### src/hdl/ubx_frame_receiver_unit_defines.svh
// assertion macros for the ubx frame receiver
// no dependencies; included by the top level only
`ifndef UBX_FRAME_RECEIVER_UNIT_DEFINES_SVH
`define UBX_FRAME_RECEIVER_UNIT_DEFINES_SVH

// same-cycle implication, off during reset
`define UBXFR_ASSERT_NOW(label, clk, rst, ante, cons) \
  label: assert property (@(posedge clk) disable iff (rst) (ante) |-> (cons)) \
    else $error("ubx frame receiver check failed");

// next-cycle implication, off during reset
`define UBXFR_ASSERT_NEXT(label, clk, rst, ante, cons) \
  label: assert property (@(posedge clk) disable iff (rst) (ante) |=> (cons)) \
    else $error("ubx frame receiver check failed");

`endif

### src/hdl/ubxfr_pkg.sv
// constants, types and message classification for the ubx frame receiver
// no dependencies
package ubxfr_pkg;

  localparam logic [7:0] SyncFirst  = 8'hB5;
  localparam logic [7:0] SyncSecond = 8'h62;

  localparam logic [15:0] NavPvtLen = 16'd92;
  localparam logic [15:0] TimTm2Len = 16'd28;

  localparam logic [7:0] ClsNav = 8'h01;
  localparam logic [7:0] IdPvt  = 8'h07;
  localparam logic [7:0] ClsTim = 8'h0D;
  localparam logic [7:0] IdTm2  = 8'h03;
  localparam logic [7:0] ClsCfg = 8'h06;
  localparam logic [7:0] IdValget = 8'h8B;
  localparam logic [7:0] ClsMon = 8'h0A;
  localparam logic [7:0] IdVer  = 8'h04;
  localparam logic [7:0] ClsAck = 8'h05;
  localparam logic [7:0] IdNak  = 8'h00;
  localparam logic [7:0] IdAck  = 8'h01;

  // parser phase, one-hot
  typedef enum logic [8:0] {
    ST_HUNT    = 9'b0_0000_0001,
    ST_SYNC2   = 9'b0_0000_0010,
    ST_CLASS   = 9'b0_0000_0100,
    ST_ID      = 9'b0_0000_1000,
    ST_LEN_LO  = 9'b0_0001_0000,
    ST_LEN_HI  = 9'b0_0010_0000,
    ST_PAYLOAD = 9'b0_0100_0000,
    ST_CK_A    = 9'b0_1000_0000,
    ST_CK_B    = 9'b1_0000_0000
  } state_t;

  typedef enum logic [2:0] {
    MSG_UNKNOWN = 3'd0,
    MSG_MON_VER = 3'd1,
    MSG_NAV_PVT = 3'd2,
    MSG_TIM_TM2 = 3'd3,
    MSG_VALGET  = 3'd4,
    MSG_ACK     = 3'd5
  } msg_type_t;

  // message type from class, id and payload length
  function automatic msg_type_t classify(input logic [7:0] cls, input logic [7:0] id,
                                         input logic [15:0] len);
    msg_type_t t;
    t = MSG_UNKNOWN;
    priority if (cls == ClsNav && id == IdPvt && len == NavPvtLen) t = MSG_NAV_PVT;
    else if (cls == ClsTim && id == IdTm2 && len == TimTm2Len)     t = MSG_TIM_TM2;
    else if (cls == ClsCfg && id == IdValget)                      t = MSG_VALGET;
    else if (cls == ClsMon && id == IdVer)                         t = MSG_MON_VER;
    else if (cls == ClsAck && (id == IdNak || id == IdAck))        t = MSG_ACK;
    else                                                           t = MSG_UNKNOWN;
    return t;
  endfunction

endpackage

### src/hdl/ubxfr_ifs.sv
// valid/ready channels for received bytes and decoded frame headers
// no dependencies
interface ubxfr_byte_if;
  logic       valid;
  logic       ready;
  logic [7:0] rx_byte;

  modport source (output valid, output rx_byte, input ready);
  modport sink (input valid, input rx_byte, output ready);
endinterface

interface ubxfr_frame_if;
  logic        valid;
  logic        ready;
  logic [7:0]  msg_class;
  logic [7:0]  msg_id;
  logic [15:0] payload_length;
  logic [2:0]  msg_type;

  modport source (output valid, output msg_class, output msg_id, output payload_length,
                  output msg_type, input ready);
  modport sink (input valid, input msg_class, input msg_id, input payload_length,
                input msg_type, output ready);
endinterface

### src/hdl/ubx_frame_receiver_unit.sv
// ubx frame receiver: sync hunt, header parse, fletcher-8 check, type decode
// depends on ubxfr_pkg, ubxfr_ifs and ubx_frame_receiver_unit_defines.svh
//
// Usage:
//   rx  - byte channel in; one received byte per request (valid/ready).
//   res - one request per good frame: class, id, payload length, type code.
// Every byte is parsed in the cycle it is taken; a frame's result appears
// on res in the cycle after its second checksum byte is taken.
// Throughput is one byte per cycle unless rx.ready is low, set by the single
// phase register and running checksum update. Payload bytes only feed the checksum.
// The result sits in an output register. While it waits, bytes that cannot
// finish a frame are still taken; only a second checksum byte is held off
// (rx.ready low) until res drains, so the stall reaches rx only then.
// Frames with a bad sync or a bad checksum give no result.
// Reset (rst, synchronous) returns the parser to the sync hunt and
// empties the output register.
`include "ubx_frame_receiver_unit_defines.svh"

module ubx_frame_receiver_unit (
  input  logic                 clk,
  input  logic                 rst,
  ubxfr_byte_if.sink           rx,
  ubxfr_frame_if.source        res
);

  ubxfr_pkg::state_t state, state_next;
  logic [7:0]  sum_a, sum_a_next;
  logic [7:0]  sum_b, sum_b_next;
  logic [7:0]  held_class;
  logic [7:0]  held_id;
  logic [15:0] frame_length;
  logic [15:0] payload_count;
  logic [15:0] count_inc;
  logic        in_accept;
  logic        frame_good;
  logic        res_valid;

  // only a second checksum byte needs room in the output register
  assign rx.ready  = !res_valid || res.ready || (state != ubxfr_pkg::ST_CK_B);
  assign in_accept = rx.valid && rx.ready;

  // running fletcher sum including the current byte
  assign sum_a_next = sum_a + rx.rx_byte;
  assign sum_b_next = sum_b + sum_a_next;
  assign count_inc  = payload_count + 16'd1;
  assign frame_good = in_accept && (state == ubxfr_pkg::ST_CK_B) && (rx.rx_byte == sum_b);

  // next phase
  always_comb begin
    state_next = state;
    unique case (state)
      ubxfr_pkg::ST_HUNT:
        if (rx.rx_byte == ubxfr_pkg::SyncFirst) state_next = ubxfr_pkg::ST_SYNC2;
      ubxfr_pkg::ST_SYNC2:
        state_next = (rx.rx_byte == ubxfr_pkg::SyncSecond) ? ubxfr_pkg::ST_CLASS
                                                           : ubxfr_pkg::ST_HUNT;
      ubxfr_pkg::ST_CLASS:  state_next = ubxfr_pkg::ST_ID;
      ubxfr_pkg::ST_ID:     state_next = ubxfr_pkg::ST_LEN_LO;
      ubxfr_pkg::ST_LEN_LO: state_next = ubxfr_pkg::ST_LEN_HI;
      ubxfr_pkg::ST_LEN_HI:
        state_next = ({rx.rx_byte, frame_length[7:0]} != 16'd0) ? ubxfr_pkg::ST_PAYLOAD
                                                                : ubxfr_pkg::ST_CK_A;
      ubxfr_pkg::ST_PAYLOAD:
        if (count_inc == frame_length) state_next = ubxfr_pkg::ST_CK_A;
      ubxfr_pkg::ST_CK_A:
        state_next = (rx.rx_byte == sum_a) ? ubxfr_pkg::ST_CK_B : ubxfr_pkg::ST_HUNT;
      ubxfr_pkg::ST_CK_B:   state_next = ubxfr_pkg::ST_HUNT;
      default:              state_next = ubxfr_pkg::ST_HUNT;
    endcase
  end

  // phase register
  always_ff @(posedge clk) begin
    if (rst) begin
      state <= ubxfr_pkg::ST_HUNT;
    end else if (in_accept) begin
      state <= state_next;
    end
  end

  // checksum, header fields and payload counter
  always_ff @(posedge clk) begin
    if (rst) begin
      sum_a         <= '0;
      sum_b         <= '0;
      held_class    <= '0;
      held_id       <= '0;
      frame_length  <= '0;
      payload_count <= '0;
    end else if (in_accept) begin
      unique case (state)
        ubxfr_pkg::ST_HUNT:
          if (rx.rx_byte == ubxfr_pkg::SyncFirst) begin
            sum_a         <= '0;
            sum_b         <= '0;
            payload_count <= '0;
          end
        ubxfr_pkg::ST_CLASS: begin
          held_class <= rx.rx_byte;
          sum_a      <= sum_a_next;
          sum_b      <= sum_b_next;
        end
        ubxfr_pkg::ST_ID: begin
          held_id <= rx.rx_byte;
          sum_a   <= sum_a_next;
          sum_b   <= sum_b_next;
        end
        ubxfr_pkg::ST_LEN_LO: begin
          frame_length <= {8'd0, rx.rx_byte};
          sum_a        <= sum_a_next;
          sum_b        <= sum_b_next;
        end
        ubxfr_pkg::ST_LEN_HI: begin
          frame_length  <= {rx.rx_byte, frame_length[7:0]};
          sum_a         <= sum_a_next;
          sum_b         <= sum_b_next;
          payload_count <= '0;
        end
        ubxfr_pkg::ST_PAYLOAD: begin
          sum_a         <= sum_a_next;
          sum_b         <= sum_b_next;
          payload_count <= count_inc;
        end
        default: begin
        end
      endcase
    end
  end

  // output register
  always_ff @(posedge clk) begin
    if (rst) begin
      res_valid <= 1'b0;
    end else if (frame_good) begin
      res_valid <= 1'b1;
    end else if (res.ready) begin
      res_valid <= 1'b0;
    end
  end

  always_ff @(posedge clk) begin
    if (frame_good) begin
      res.msg_class      <= held_class;
      res.msg_id         <= held_id;
      res.payload_length <= frame_length;
      res.msg_type       <= ubxfr_pkg::classify(held_class, held_id, frame_length);
    end
  end

  assign res.valid = res_valid;

  // checks
  `UBXFR_ASSERT_NEXT(a_good_frame_gives_result, clk, rst, frame_good, res_valid)
  `UBXFR_ASSERT_NOW(a_stall_only_on_last_byte, clk, rst, !rx.ready,
                    (state == ubxfr_pkg::ST_CK_B) && res_valid)
  `UBXFR_ASSERT_NEXT(a_hunt_ignores_noise, clk, rst,
                     in_accept && (state == ubxfr_pkg::ST_HUNT) &&
                     (rx.rx_byte != ubxfr_pkg::SyncFirst),
                     state == ubxfr_pkg::ST_HUNT)

endmodule

### src/flat_wrapper.sv
// flat-port wrapper written by rule: the top's interface ports become plain ports
module ubx_frame_receiver_unit_flat 
  (clk, rst, rx_valid, rx_rx_byte, rx_ready, res_valid, res_msg_class, res_msg_id, res_payload_length, res_msg_type, res_ready);
  ubxfr_byte_if rx_i ();
  ubxfr_frame_if res_i ();
  input  logic clk;
  input  logic rst;
  input wire logic [$bits(rx_i.valid)-1:0] rx_valid;
  input wire logic [$bits(rx_i.rx_byte)-1:0] rx_rx_byte;
  output wire logic [$bits(rx_i.ready)-1:0] rx_ready;
  output wire logic [$bits(res_i.valid)-1:0] res_valid;
  output wire logic [$bits(res_i.msg_class)-1:0] res_msg_class;
  output wire logic [$bits(res_i.msg_id)-1:0] res_msg_id;
  output wire logic [$bits(res_i.payload_length)-1:0] res_payload_length;
  output wire logic [$bits(res_i.msg_type)-1:0] res_msg_type;
  input wire logic [$bits(res_i.ready)-1:0] res_ready;
  assign rx_i.valid = rx_valid;
  assign rx_i.rx_byte = rx_rx_byte;
  assign rx_ready = rx_i.ready;
  assign res_valid = res_i.valid;
  assign res_msg_class = res_i.msg_class;
  assign res_msg_id = res_i.msg_id;
  assign res_payload_length = res_i.payload_length;
  assign res_msg_type = res_i.msg_type;
  assign res_i.ready = res_ready;
  ubx_frame_receiver_unit u_core (.clk(clk), .rst(rst), .rx(rx_i), .res(res_i));
endmodule
### config.mk
export PLATFORM = sky130hd
export DESIGN_NAME = ubx_frame_receiver_unit_flat
export DESIGN_NICKNAME = d
export VERILOG_FILES = /design/src/hdl/ubxfr_pkg.sv /design/src/hdl/ubxfr_ifs.sv /design/src/hdl/ubx_frame_receiver_unit.sv /design/src/flat_wrapper.sv
export VERILOG_INCLUDE_DIRS = /design/src /design/src/hdl
export SDC_FILE = /design/constraint.sdc
export NUM_CORES = 1
export LEC_CHECK = 0
export BUFFER_PORTS_ARGS = -buffer_cell sky130_fd_sc_hd__buf_2
export CAP_MARGIN = 40
export CORE_UTILIZATION = 50
export DETAILED_ROUTE_END_ITERATION = 16
export PLACE_DENSITY = 0.72
export SKIP_LAST_GASP = 1
export SLEW_MARGIN = 20
export SYNTH_ARGS = -nofsm -noshare
export SYNTH_HDL_FRONTEND = slang
export SYNTH_SLANG_ARGS = --single-unit
### constraint.sdc
create_clock -name clk -period 7.7 [get_ports clk]
set_input_delay 1.54 -clock clk [delete_from_list [all_inputs] [get_ports clk]]
set_output_delay 1.54 -clock clk [all_outputs]
set_load 0.005 [all_outputs]
### Yosys cells after proc, flatten, opt, wreduce, memory -nomap -nowiden

Index checks and enable logic that the tools add are counted.

| operators by class | value |
|---|---|
| add/sub/neg operators | 3 |
| multipliers | 0 |
| divide/modulo/power cells | 0 |
| order comparisons | 0 |
| equality and inequality tests | 29 |
| shift operators | 0 |
| muxes and demuxes | 18 |
| bitwise gates (word level) | 1 |
| reductions and logical operators | 29 |

Operator list:

| operator | count |
|---|---|
| case mux 9 bit (8 select lines) | 1 |
| case mux 16 bit (3 select lines) | 1 |
| == test 8 x 3 -> 1 bit, second input constant | 4 |
| case mux 16 bit (2 select lines) | 1 |
| case mux 8 bit (2 select lines) | 2 |
| 2-to-1 mux 9 bit | 3 |
| adder 16 x 1 -> 16 bit, second input constant | 1 |
| adder 8 bit | 2 |
| == test 16 bit | 1 |
| == test 16 x 5 -> 1 bit, second input constant | 1 |
| == test 16 x 7 -> 1 bit, second input constant | 1 |
| == test 8 x 1 -> 1 bit, second input constant | 2 |
| == test 8 x 4 -> 1 bit, second input constant | 2 |
| == test 8 bit | 2 |
| == test 8 bit, second input constant | 2 |
| 2-to-1 mux 16 bit | 1 |
| 2-to-1 mux 8 bit | 2 |
| nonzero test 16 bit | 1 |
| 2-to-1 mux 3 bit | 4 |
| AND reduction 3 bit | 4 |
| logical AND 1 bit | 10 |
| == test 9 x 1 -> 1 bit, second input constant | 1 |
| == test 9 x 2 -> 1 bit, second input constant | 1 |
| == test 9 x 3 -> 1 bit, second input constant | 1 |
| other kinds (20) | 29 |

| storage, ports and cells | value |
|---|---|
| bits in registers | 109 |
| bits in latches | 0 |
| bits in writable memories | 0 |
| memory bits (read-only) | 0 |
| input port bits | 12 |
| logic and storage cells | 94 |
| memories | 0 |

### Logic depth before layout (Yosys ltp)

Gate-level depths: netlist of run 1.

| depth | value |
|---|---|
| depth after elaboration | 7 |
| gate-level depth with buffers | 13 |
| depth with buffers taken out | 13 |

### Worst setup path after synthesis of run 1

OpenSTA, ideal clock, no wires.

| path | value |
|---|---|
| path kind | input to register |
| from | in rx_rx_byte[5] |
| to | reg u_core.res.msg_class[0] (enable) |
| library setup time | 518 ps |
| data arrival time | 5,467 ps |
| slack | 1,714 ps |
| stages on the path | 4 |
| buffers on the path | 1 |
| cells stage by stage | clkbuf_1 -> xnor2_1 -> nand4_1 -> nor4_1 |

| between the ends | value |
|---|---|
| cells in the longest elaborated chain, start to end | 2 |

RTL lines:

| what | line | RTL |
|---|---|---|
| start: declaration | flat_wrapper.sv:9 | `input wire logic [$bits(rx_i.rx_byte)-1:0] rx_rx_byte;` |
| == test 8 bit | ubx_frame_receiver_unit.sv:46 | `assign frame_good = in_accept && (state == ubxfr_pkg::ST_CK_B) && (rx.rx_byte == sum_b);` |
| logical AND 1 bit | ubx_frame_receiver_unit.sv:46 |  |
| via u_core.frame_good | ubx_frame_receiver_unit.sv:35 | `logic frame_good;` |
| end signal: assignment | ubx_frame_receiver_unit.sv:143 | `res.msg_class <= held_class;` |
| end: declaration | ubxfr_ifs.sv:20 | `modport source (output valid, output msg_class, output msg_id, output payload_length,` |

The timed path passes the listed nets, and every way through them passes these cells.
A chain may end at the register's enable or synchronous reset.

### Final worst setup path of run 1

| path | value |
|---|---|
| from | in rx_rx_byte[0] |
| to | reg u_core.sum_b[7] |

| between the ends | value |
|---|---|
| cells in the longest elaborated chain, start to end | 3 |

RTL lines:

| what | line | RTL |
|---|---|---|
| adder 8 bit / == test 8 bit (equally long branches) | ubx_frame_receiver_unit.sv:43, ubx_frame_receiver_unit.sv:93 |  |
| adder 8 bit / inequality test 2 x 1 -> 1 bit (equally long branches) | n/a |  |
| case mux 8 bit (2 select lines) / AND reduction 3 bit (equally long branches) | n/a |  |
| end signal: assignment | ubx_frame_receiver_unit.sv:101 | `sum_b <= sum_b_next;` |
| end signal: assignment | ubx_frame_receiver_unit.sv:106 | `sum_b <= sum_b_next;` |
| end signal: assignment | ubx_frame_receiver_unit.sv:111 | `sum_b <= sum_b_next;` |
| end: declaration | ubx_frame_receiver_unit.sv:28 | `logic [7:0] sum_b, sum_b_next;` |

Several ways; a longest one is shown, not always the timed one.

==> impl_results.md, run 1 <==
* FP Rows at 38
* Mapped Cells at roughly 600
* R2R setup slack at approximately 4.5 ns
* Synth area leaders: dfxtp_1 (26%), edfxtp_1 (18%), xnor2_1 (6.0%), nor2_1 (5.7%), a21oi_1 (3.9%)
* CTS buffer count at 9
* Top-area cell type share of the netlist area at 25.9%
* Post-Syn Nets at about 630
* Status: complete, no violations
* Setup-failing EPs final at 0
* CTS root buf: clkbuf_16
* Initial detailed-routing violation count at about 290
* Crit path to: u_core.sum_b[7]
* Worst EP arrival at approximately 4.5 ns
* Hold Path Class: reg2reg
* Crit path kind: in2reg
* Number of nets in the layout at 653
* Tcrit/Tclk final at ~55%
* Area growth, synth to finish at 9.71%
* Worst flop-to-flop path endpoint: u_core.sum_b[7]
* Power Total at ~1.2 mW
* Critical path launch point type: primary input
* DRC viols at 0
* Post-synth EDFFs at 35
* Hold bufs inserted after CTS at 0
* Die width at about 110 um
* FILL cells at about 960
* DRT Pass-1 Iters at 5
* Asr flop ratio synth at 0%
* Drt wl/cell at between 15 and 20 um
* Vias in the first global route at between 4k and 5k
* Die Area at 11900 sq um
* Unrepaired setup endpoints after global routing: false
* Leakage at roughly 2.3 nW
* RD Place Congestion at 0.869
* Post-CTS Repair Setup Buffers at 0
* Max Freq at 236 MHz
* Worst R2R Path Depth at 13
* Crit path required time at approximately 8.0 ns
* CTS tree: done
* Total Neg Setup Slack at 0 ns
* Pwr dens at just under 200 nW/um^2
* Fin. Hold Viols at 0
* #FFs+latches synth at ~110
* Yosys warns at 0
* Clock Path Buffers at 2
* Max-Cap Viols at 0
* Fraction of layout cells with a size suffix above 1 at between 10% and 20%
* Worst vdd ir at around 110 uV
* CP startpoint: rx_rx_byte[0]
* Final Hold Slack at around 0.47 ns
* Main flop type after synthesis: dfxtp_1
* Antenna cells at 0
* Cell taking the most area after synthesis: dfxtp_1
* Starting density of the core at between 50% and 60%
* I/O pins at around 50
* CTS clk-pin slew, worst paths at 0.08 ns
* Detail Route Antenna Nets at 0
* Total GRT Usage at a little under a quarter
* Post-detail-place hpwl at 8990 um
* Netlist cell types at 70
* Vias per inst at a little over 6
* Via count at roughly 4.6k
* PostCTS Resize Cnt at 0
* Initial antenna violation count at 0
* Period minus WS final at around 4.2 ns
* Crit. End Element: flip-flop
* Clock latency at the later pin of the worst-skew pair at roughly 0.35 ns
* CP max FO at 8
* Mapped Area at roughly 5700 sq um
* Slew margin rel. at between 40 and 50%
* Post-Route WL at between 10000 and 15000 um
* Syn avg cell area at roughly 9.5 sq um
* Worst r2r src: u_core.sum_a[0]
* Core area at 11000 sq um
* Max H-tree Level at 3
* Largest net degree at the start of global routing at 76
* Worst slew pin tran at 0.840 ns
* Clock Skew at 0.00930 ns
* Register area share after synthesis at 44.3%
* TritonCTS Sinks at 109
* PortBufs at 48
* Global route overflow at 0
* Slew Viols, Final at 0
* First-pass GRT wire length at 21500 um
* Die span in y at between 100 and 150 um
==> per-stage QoR <==
| stage | instances | utilization (%) | cell area, sq um | setup slack [ns] |
|---|---|---|---|---|
| detailed placement | 752 | 54.2 | 5960 | 3.17 |
| floorplan | 599 | - | 5710 | 1.71 |
| global placement | 751 | 54.2 | 5950 | 3.24 |
| CTS | 768 | 57.0 | 6260 | 3.51 |
| finish | 769 | 57.0 | 6260 | 3.47 |
| global route | 769 | 57.0 | 6260 | 3.28 |
==> cell families (layout without fill, tap and decap cells) <==
kind of cell	after synthesis	count (layout)	synth area share, %
mux	20	20	3.53
flops	109	109	44.3
fa+ha+maj	17	17	3.99
compound gates	123	123	14.2
buf+inv	49	79	4.23
simple gates	234	234	22.5
xor+xnor	47	47	7.21
==> cell usage in the layout (no fill, tap or decap), types with 4 or more instances in the layout <==
| cell type | count |
|---|---|
| edfxtp_1 | 35 |
| xor2_1 | 8 |
| nand3b_1 | 7 |
| nand3_1 | 12 |
| nor4b_1 | 4 |
| xnor2_1 | 39 |
| a21o_1 | 10 |
| o21ai_0 | 14 |
| nand4_1 | 13 |
| buf_4 | 4 |
| nor3_1 | 15 |
| or3_1 | 4 |
| clkbuf_16 | 9 |
| nand2_1 | 37 |
| a211oi_1 | 7 |
| buf_2 | 49 |
| mux2i_1 | 19 |
| dfxtp_1 | 74 |
| nor2b_1 | 5 |
| a22oi_1 | 23 |
| ha_1 | 15 |
| a21oi_1 | 44 |
| inv_1 | 10 |
| or4_1 | 6 |
| nor4_1 | 6 |
| nor2_1 | 87 |
==> routing by layer <==
layer / share of wire, % / global-route usage [%] / wire, um / up-vias
met3: 5.1 / 2.93 / 668 / 29
li1: - / - / - / 2221
met2: 48 / 39.2 / 6280 / 159
met1: 44 / 30.3 / 5780 / 2239
met5: 0 / 0 / 0 / -
met4: 2.1 / 8.88 / 269 / 0
==> worst min path at each step <==
stage | from | endpoint | slack (ns) | cells past startpoint
after CTS | u_core.held_id[5] | u_core.res.msg_id[5] | 0.47 | 0
after global placement | u_core.held_id[4] | u_core.res.msg_id[4] | 0.44 | 0
after detailed placement | u_core.held_id[5] | u_core.res.msg_id[5] | 0.45 | 0
after floorplan | u_core.frame_length[5] | u_core.res.payload_length[5] | 0.41 | 0
after global routing | u_core.held_class[6] | u_core.res.msg_class[6] | 0.48 | 0
final | u_core.held_id[5] | u_core.res.msg_id[5] | 0.47 | 0
==> cell type report <==
class | count | area [sq um] | share of cell area (%)
inverters | 10 | 37.5 | 0.599
well taps | 140 | 175 | 2.80
repair buffers | 53 | 275 | 4.39
flip-flops and latches | 109 | 2530 | 40.4
clock buffers | 9 | 225 | 3.59
multi-input cells | 441 | 2940 | 47.0
clock inverters | 7 | 76.3 | 1.22
==> Yosys cell counts, drive strengths merged, types with 7 or more instances <==
| master | number |
|---|---|
| a211oi | 8 |
| a21o | 10 |
| a21oi | 45 |
| a22oi | 23 |
| buf | 22 |
| clkbuf | 17 |
| dfxtp | 74 |
| edfxtp | 35 |
| ha | 15 |
| inv | 10 |
| mux2i | 19 |
| nand2 | 37 |
| nand3 | 13 |
| nand3b | 7 |
| nand4 | 15 |
| nor2 | 88 |
| nor3 | 19 |
| nor4 | 8 |
| o21ai | 17 |
| xnor2 | 39 |
| xor2 | 8 |
==> report_power, final <==
group	internal [mW]	switching, mW
clock	0.232	0.231
combinational	0.0435	0.0970
sequential	0.594	0.00971
==> state kept, by name, indices dropped and copies added (netlist names) <==
name	count
u_core.state	9
u_core.res.payload_length	16
u_core.sum_a	8
u_core.res.valid	1
u_core.held_id	8
u_core.res.msg_class	8
u_core.res.msg_id	8
u_core.sum_b	8
u_core.payload_count	16
u_core.res.msg_type	3
u_core.held_class	8
u_core.frame_length	16
==> critical path, stage by stage <==
cell,delay (ns)
buf_2,0.17
ha_1,0.25
fa_1,0.42
a21o_1,0.18
a21oi_1,0.21
xnor2_1,0.18
ha_1,0.29
o21ai_0,0.09
o21bai_1,0.11
a21o_1,0.20
a21oi_1,0.19
xor2_1,0.19
mux2_2,0.35
a21oi_1,0.12
Power figures use the tool's default switching activity.
==> run 2, diff against run 1 <==
Settings changed: ABC_AREA from default to 1.
Clock period 7.7 ns to 4.21 ns, I/O delays scaled along.
==> impl_results.md, run 2 <==
* Status: complete, no violations
* Fin. Hold Viols at 0 (unchanged)
* Critical Path Slowest Stage Cell: fa_1
* Area growth, synth to finish at 11.7%
* DRC viols at 0 (unchanged)
* Critical path launch point type: primary input
* Period minus WS final at 3.09 ns
* Worst vdd ir at 252 uV (+130%)
* Yosys warns at 0 (unchanged)
* Most frequent cells in the layout: nand2_1 (171), inv_1 (81), nor2_1 (74), dfxtp_1 (74), a21oi_1 (69)
* Leakage at 2.48 nW (+7.2%)
* Slew Viols, Final at 0 (unchanged)
* Global route overflow at 0 (unchanged)
* PortBufs at 48 (unchanged)
* Commonest non-fill, non-tap cell in the layout: nand2_1
* Register area share after synthesis at 44.9% (+0.51 points)
* CTS buffer count at 9 (unchanged)
* Number of nets in the layout at 801 (+23%)
* Max-Cap Viols at 0 (unchanged)
* I/O pins at 49 (unchanged)
* Post-Route WL at 13500 um (+3.6%)
* Worst slew pin tran at 0.605 ns (-0.235 ns)
* CP most frequent cell: a21oi_1
* TritonCTS Sinks at 109 (unchanged)
* Die Area at 11700 sq um (-1.1%)
* Min-delay src: u_core.held_class[7]
* Core area at 10900 sq um (-0.43%)
* Die span in y at 108 um (-0.56%)
* Detail Route Antenna Nets at 0 (unchanged)
* Post-detail-place hpwl at 9710 um (+8.1%)
* Cells along the critical path: buf_2, ha_1, fa_1, nand3_1, nand3_1, nand2_1, nand2_1, a21oi_1, xor2_1, ha_1, a21oi_1, o21ai_0, a21oi_1, nand3b_1, nand3_1, a21oi_1
* Largest net degree at the start of global routing at 42 (-45%)
* Mapped Cells at 729 (+22%)
* Post-Syn Nets at 758 (+21%)
* Fraction of layout cells with a size suffix above 1 at 12.4% (-3.1 points)
* Syn avg cell area at 7.74 sq um (-19%)
* Top-area cell type share of the netlist area at 26.2% (+0.30 points)
* Setup-failing EPs final at 0 (unchanged)
* Clock latency at the later pin of the worst-skew pair at 0.36 ns (about the same)
* Crit path kind: in2reg
* RD Place Congestion at 0.908 (+4.5%)
* Total GRT Usage at 24.7% (+1.4 points)
* Crit. End Element: flip-flop
* Cell taking the most area after synthesis: dfxtp_1
* Netlist cell types at 41 (-41%)
* Worst EP arrival at 3.38 ns (-1.13 ns)
* Clock Path Buffers at 2 (unchanged)
* Total Neg Setup Slack at 0 ns (unchanged)
* Die width at 108 um (-0.56%)
* Unrepaired setup endpoints after global routing: false
* Starting density of the core at 51.6% (-0.37 points)
* Post-synth EDFFs at 35 (unchanged)
* Utilization after layout at 57.7% (+0.61 points)
* Worst r2r src: u_core.sum_a[0]
* CTS root buf: clkbuf_16
* Count leader, synth: nand2_1
* Antenna cells at 0 (unchanged)
* PostCTS Resize Cnt at 0 (unchanged)
* CTS tree: done
* CP max FO at 8 (unchanged)
* Drt wl/cell at 14.7 um (-13%)
* Tcrit/Tclk final at between 70% and 80%
* Slew margin rel. at 59.6% (+16 points)
* Via count at 5056 (+8.8%)
* Max Freq at 323 MHz
* Asr flop ratio synth at 0% (unchanged)
* Cell family with most CP delay: adder cells
* Mapped Area at 5650 sq um (-1.1%)
* Vias per inst at 5.51 (-8.8%)
* #FFs+latches synth at 109 (unchanged)
* Synth area leaders: dfxtp_1 (26%), edfxtp_1 (19%), nand2_1 (11%), a21oi_1 (6.1%), inv_1 (5.4%)
* Top post-synthesis cells by count: nand2_1 (171), inv_1 (81), nor2_1 (75)
* Slowest stage delay, CP at 0.40 ns (-0.02 ns)
* CP startpoint: rx_rx_byte[0]
* Hold bufs inserted after CTS at 0 (unchanged)
* Crit path required time at 4.50 ns (-3.48 ns)
* Crit path buf inv count at 1 (unchanged)
* FP Rows at 38 (unchanged)
* Largest regs: u_core.frame_length (16), u_core.payload_count (16), u_core.res.payload_length (16)
* CTS clk-pin slew, worst paths at 0.08 ns (about the same)
* Main flop type after synthesis: dfxtp_1
* Hold Path Class: reg2reg
* Post-CTS Repair Setup Buffers at 0 (unchanged)
* Clock Skew at 0.00999 ns (+0.000690 ns)
* Initial antenna violation count at 0 (unchanged)
* DRT Pass-1 Iters at 5 (unchanged)
* Pwr dens at 397 nW/um^2 (+110%)
* Max H-tree Level at 3 (unchanged)
* First-pass GRT wire length at 22300 um (+3.7%)
* Initial detailed-routing violation count at 322 (+9.5%)
* Vias in the first global route at 4736 (+9.0%)
==> run 2: path summary, 6_finish.rpt <==
check	endpoint	slack, ns	depth (start not counted)
worst max-delay path	u_core.sum_b[7]	1.12	16
worst min-delay path	u_core.res.msg_class[7]	0.44	0
worst max register to register	u_core.sum_b[7]	1.47	15
worst min register to register	u_core.res.msg_class[7]	0.44	0
==> run 2: metal layers <==
layer  vias up  wire, um  global-route usage [%]
met1      2321      5840                    31.8
met3        33       748                    3.25
met4         0       422                    12.5
li1       2531         -                       -
met5         -         0                       0
met2       171      6460                    40.6
==> run 2: worst register-to-register path: stages (launching register included) <==
cell,delay [ns]
dfxtp_1,0.32
ha_1,0.21
fa_1,0.40
nand3_1,0.09
nand3_1,0.10
nand2_1,0.07
nand2_1,0.05
a21oi_1,0.16
xor2_1,0.22
ha_1,0.30
a21oi_1,0.14
o21ai_0,0.09
a21oi_1,0.19
nand3b_1,0.15
nand3_1,0.08
a21oi_1,0.12
==> run 2: kinds of logic after synthesis <==
| group | Yosys count | share of synthesized area (%) |
|---|---|---|
| AOI/OAI and AO/OA | 119 | 11.7 |
| xor gates and xnor gates | 17 | 2.88 |
| adders and majority gates | 17 | 4.03 |
| buffers and inverters | 103 | 7.58 |
| DFF | 109 | 44.9 |
| and+or+nand+nor | 364 | 28.9 |
==> run 2: where the power goes <==
| group | switching [mW] | internal [mW] | total [mW] |
|---|---|---|---|
| Sequential | 0.0479 | 1.12 | 1.17 |
| Clock | 0.434 | 0.426 | 0.859 |
| Combinational | 0.313 | 0.160 | 0.473 |
==> run 2: layout make-up <==
| class | instances | area [sq um] |
|---|---|---|
| Inverter | 82 | 308 |
| Sequential cell | 109 | 2530 |
| Tap cell | 140 | 175 |
| Timing Repair Buffer | 53 | 285 |
| Multi-Input combinational cell | 517 | 2690 |
| Clock inverter | 7 | 86.3 |
| Fill cell | 1033 | 4630 |
| Clock buffer | 9 | 225 |
==> run 2: stage by stage <==
step	setup slack (ns)	area (sq um)	hold WS (ns)	std cells	power [mW]
2_1_floorplan	0.785	5650	0.408	729	1.57
4_1_cts	1.14	6290	0.436	916	2.51
3_3_place_gp	0.911	5980	0.414	900	1.65
3_5_place_dp	0.785	5980	0.416	900	1.66
6_report	1.12	6300	0.435	917	2.50
5_1_grt	0.894	6300	0.455	917	2.64
==> run 3, diff against run 2 <==
Settings changed: ABC_AREA 1 to 0, PLACE_DENSITY 0.72 to 0.74.
Clock period 4.21 ns to 2.51 ns, I/O delays scaled along.
==> impl_results.md, run 3 (synthesis gave the netlist of run 1 again) <==
* Status: finished, violations left
* Failing checks: negative setup slack
* Tcrit/Tclk final at 114%
* Most frequent cells in the layout: nor2_1 (85), dfxtp_1 (69), buf_4 (56)
* Final Hold Slack at 0.467 ns (+0.0311 ns)
* Leakage at 2.66 nW (+7.5%)
* Max Freq at approximately 350 MHz
* Starting density of the core at 52.0% (+0.37 points)
* Max H-tree Level at 3 (unchanged)
* CP max FO at 3 (-5)
* Max-Cap Viols at 0 (unchanged)
* DRT Pass-1 Iters at 5 (unchanged)
* Core area at 11000 sq um (+0.43%)
* Design area at 6900 sq um (+9.4%)
* Pwr dens at 552 nW/um^2 (+39%)
* Global route overflow at 0 (unchanged)
* Post-Place Cells at 804 (-11%)
* CTS tree: done
* Fin. Hold Viols at 0 (unchanged)
* Fraction of layout cells with a size suffix above 1 at 27.4% (+15 points)
* Die Area at 11900 sq um (+1.1%)
* Post-Route WL at 14400 um (+7.1%)
* Vias per inst at 5.83 (+5.8%)
* Total GRT Usage at 25.0% (+0.32 points)
* Via count at 4812 (-4.8%)
* Worst R2R Path Depth at 13 (-2)
* Clock latency at the later pin of the worst-skew pair at 0.35 ns (about the same)
* Slew Viols, Final at 0 (unchanged)
* Commonest non-fill, non-tap cell in the layout: nor2_1
* CP most frequent cell: a21oi_2
* Largest net degree at the start of global routing at 30 (-29%)
* Crit. End Element: flip-flop
* Post-detail-place hpwl at 9910 um (+2.1%)
* Slowest stage delay, CP at 0.36 ns (-0.04 ns)
* Vias in the first global route at 4552 (-3.9%)
* Worst r2r src: u_core.sum_a[0]
* Worst slack, placed at -0.701 ns (-1.49 ns)
* FP Rows at 38 (unchanged)
* CTS clk-pin slew, worst paths at 0.08 ns (about the same)
* Hold path endpoint: u_core.res.msg_class[4]
* Area growth, synth to finish at 20.8%
* R2R setup slack at -0.35 ns (-1.82 ns)
* Die span in y at 109 um (+0.56%)
* Crit path required time at 2.80 ns (-1.70 ns)
* Antenna cells at 0 (unchanged)
* Post-route insts no fill at 825 (-10%)
* Initial detailed-routing violation count at 348 (+8.1%)
* First-pass GRT wire length at 22800 um (+2.5%)
* Worst vdd ir at 351 uV (+40%)
* Setup-failing EPs final at 3 (+3)
* Clock Skew at 0.00830 ns (-0.00168 ns)
* Detail Route Antenna Nets at 0 (unchanged)
* Die width at 109 um (+0.56%)
* Worst hold path depth at 0 (unchanged)
* Clock Path Buffers at 2 (unchanged)
* Crit path buf inv count at 0 (-1)
* Crit path kind: reg2reg
* Power Total at 3.81 mW (+52%)
* Worst EP arrival at 3.15 ns (-0.23 ns)
* Number of nets in the layout at 709 (-11%)
* Worst slew pin tran at 0.570 ns (-0.0347 ns)
* RD Place Congestion at 0.854 (-5.9%)
* Initial antenna violation count at 0 (unchanged)
* Hold Path Class: reg2reg
* TritonCTS Sinks at 109 (unchanged)
* Utilization after layout at 62.8% (+5.2 points)
* Min-delay src: u_core.held_class[4]
* Slew margin rel. at 62.0% (+2.4 points)
* Critical path launch point type: flip-flop
* Total Neg Setup Slack at -0.480 ns (-0.480 ns)
* Drt wl/cell at 17.5 um (+19%)
* Cell family with most CP delay: compound AO/OA/AOI/OAI gates
* PortBufs at 48 (unchanged)
* CTS buffer count at 9 (unchanged)
* Cells along the critical path: ha_4, fa_2, a21o_1, a21oi_2, xnor2_2, ha_1, o21ai_2, o21bai_2, a21o_1, a21oi_2, xor2_2, mux2_4, a21oi_2
* Critical Path Slowest Stage Cell: fa_2
* Final setup margin at -0.355 ns (-1.47 ns)
* I/O pins at 49 (unchanged)
* CTS root buf: clkbuf_16
* DRC viols at 0 (unchanged)
* Worst flop-to-flop path endpoint: u_core.sum_b[7]
* Largest regs: u_core.frame_length (16), u_core.payload_count (16), u_core.res.payload_length (16)
* Post-DP Area at 6420 sq um (+7.4%)
* Period minus WS final at 2.86 ns
* Unrepaired setup endpoints after global routing: true
## run 3: cell count changes in the layout (fill, tap and decap cells not counted), moves of 13 or more
cell	before	now
buf_4	4	56
a22oi_1	6	22
mux2i_1	0	19
a21oi_1	69	38
nand3_1	49	12
xnor2_1	8	36
nand2_1	171	36
o21ai_0	29	13
nand4_1	26	13
inv_1	81	8
## run 3: layout make-up
| class | count | area, sq um |
|---|---|---|
| sequential | 109 | 2540 |
| clock inverter | 7 | 63.8 |
| tap | 140 | 175 |
| timing repair buffer | 109 | 734 |
| multi-input combinational | 441 | 3120 |
| inverter | 10 | 37.5 |
| clock buffer | 9 | 225 |
| fill | 899 | 4080 |
## run 3: how the worst max path moves through the flow
stage,slack (ns),cells past startpoint,startpoint,to
2_1_floorplan,-0.43,13,rx_rx_byte[0],u_core.sum_b[7]
3_3_place_gp,-0.66,14,rx_rx_byte[0],u_core.sum_b[7]
3_5_place_dp,-0.70,12,rx_rx_byte[0],u_core.sum_b[7]
4_1_cts,-0.34,12,u_core.sum_a[0],u_core.sum_b[7]
5_1_grt,-0.49,13,u_core.sum_a[0],u_core.sum_b[7]
6_report,-0.35,13,u_core.sum_a[0],u_core.sum_b[7]
## run 3: what timing repair did
action | in CTS | in global routing
resized for setup | 10 | 26
hold buffers | 0 | 0
pin swaps | 19 | 21
endpoints found under the setup margin | 5 | 8
setup buffers | 3 | 5
## run 3: report_power, final
group	total [mW]	switching [mW]	internal, mW
Sequential	1.85	0.0276	1.82
Clock	1.39	0.696	0.697
Combinational	0.568	0.334	0.234
## run 3: layer usage
metal,vias up,part of all wire [%],global-route usage [%]
met5,-,0,0
met4,0,2.2,8.88
met3,26,5.4,4.84
met2,181,48,40.1
met1,2275,45,33.4
li1,2330,-,-
## run 3: worst register-to-register path: cells and delay by family (launching register included)
family	cells	cell delay, ns
adders and majority gates	3	0.80
xor gates and xnor gates	2	0.35
AOI/OAI and AO/OA	7	0.99
DFF	1	0.34
muxes	1	0.33
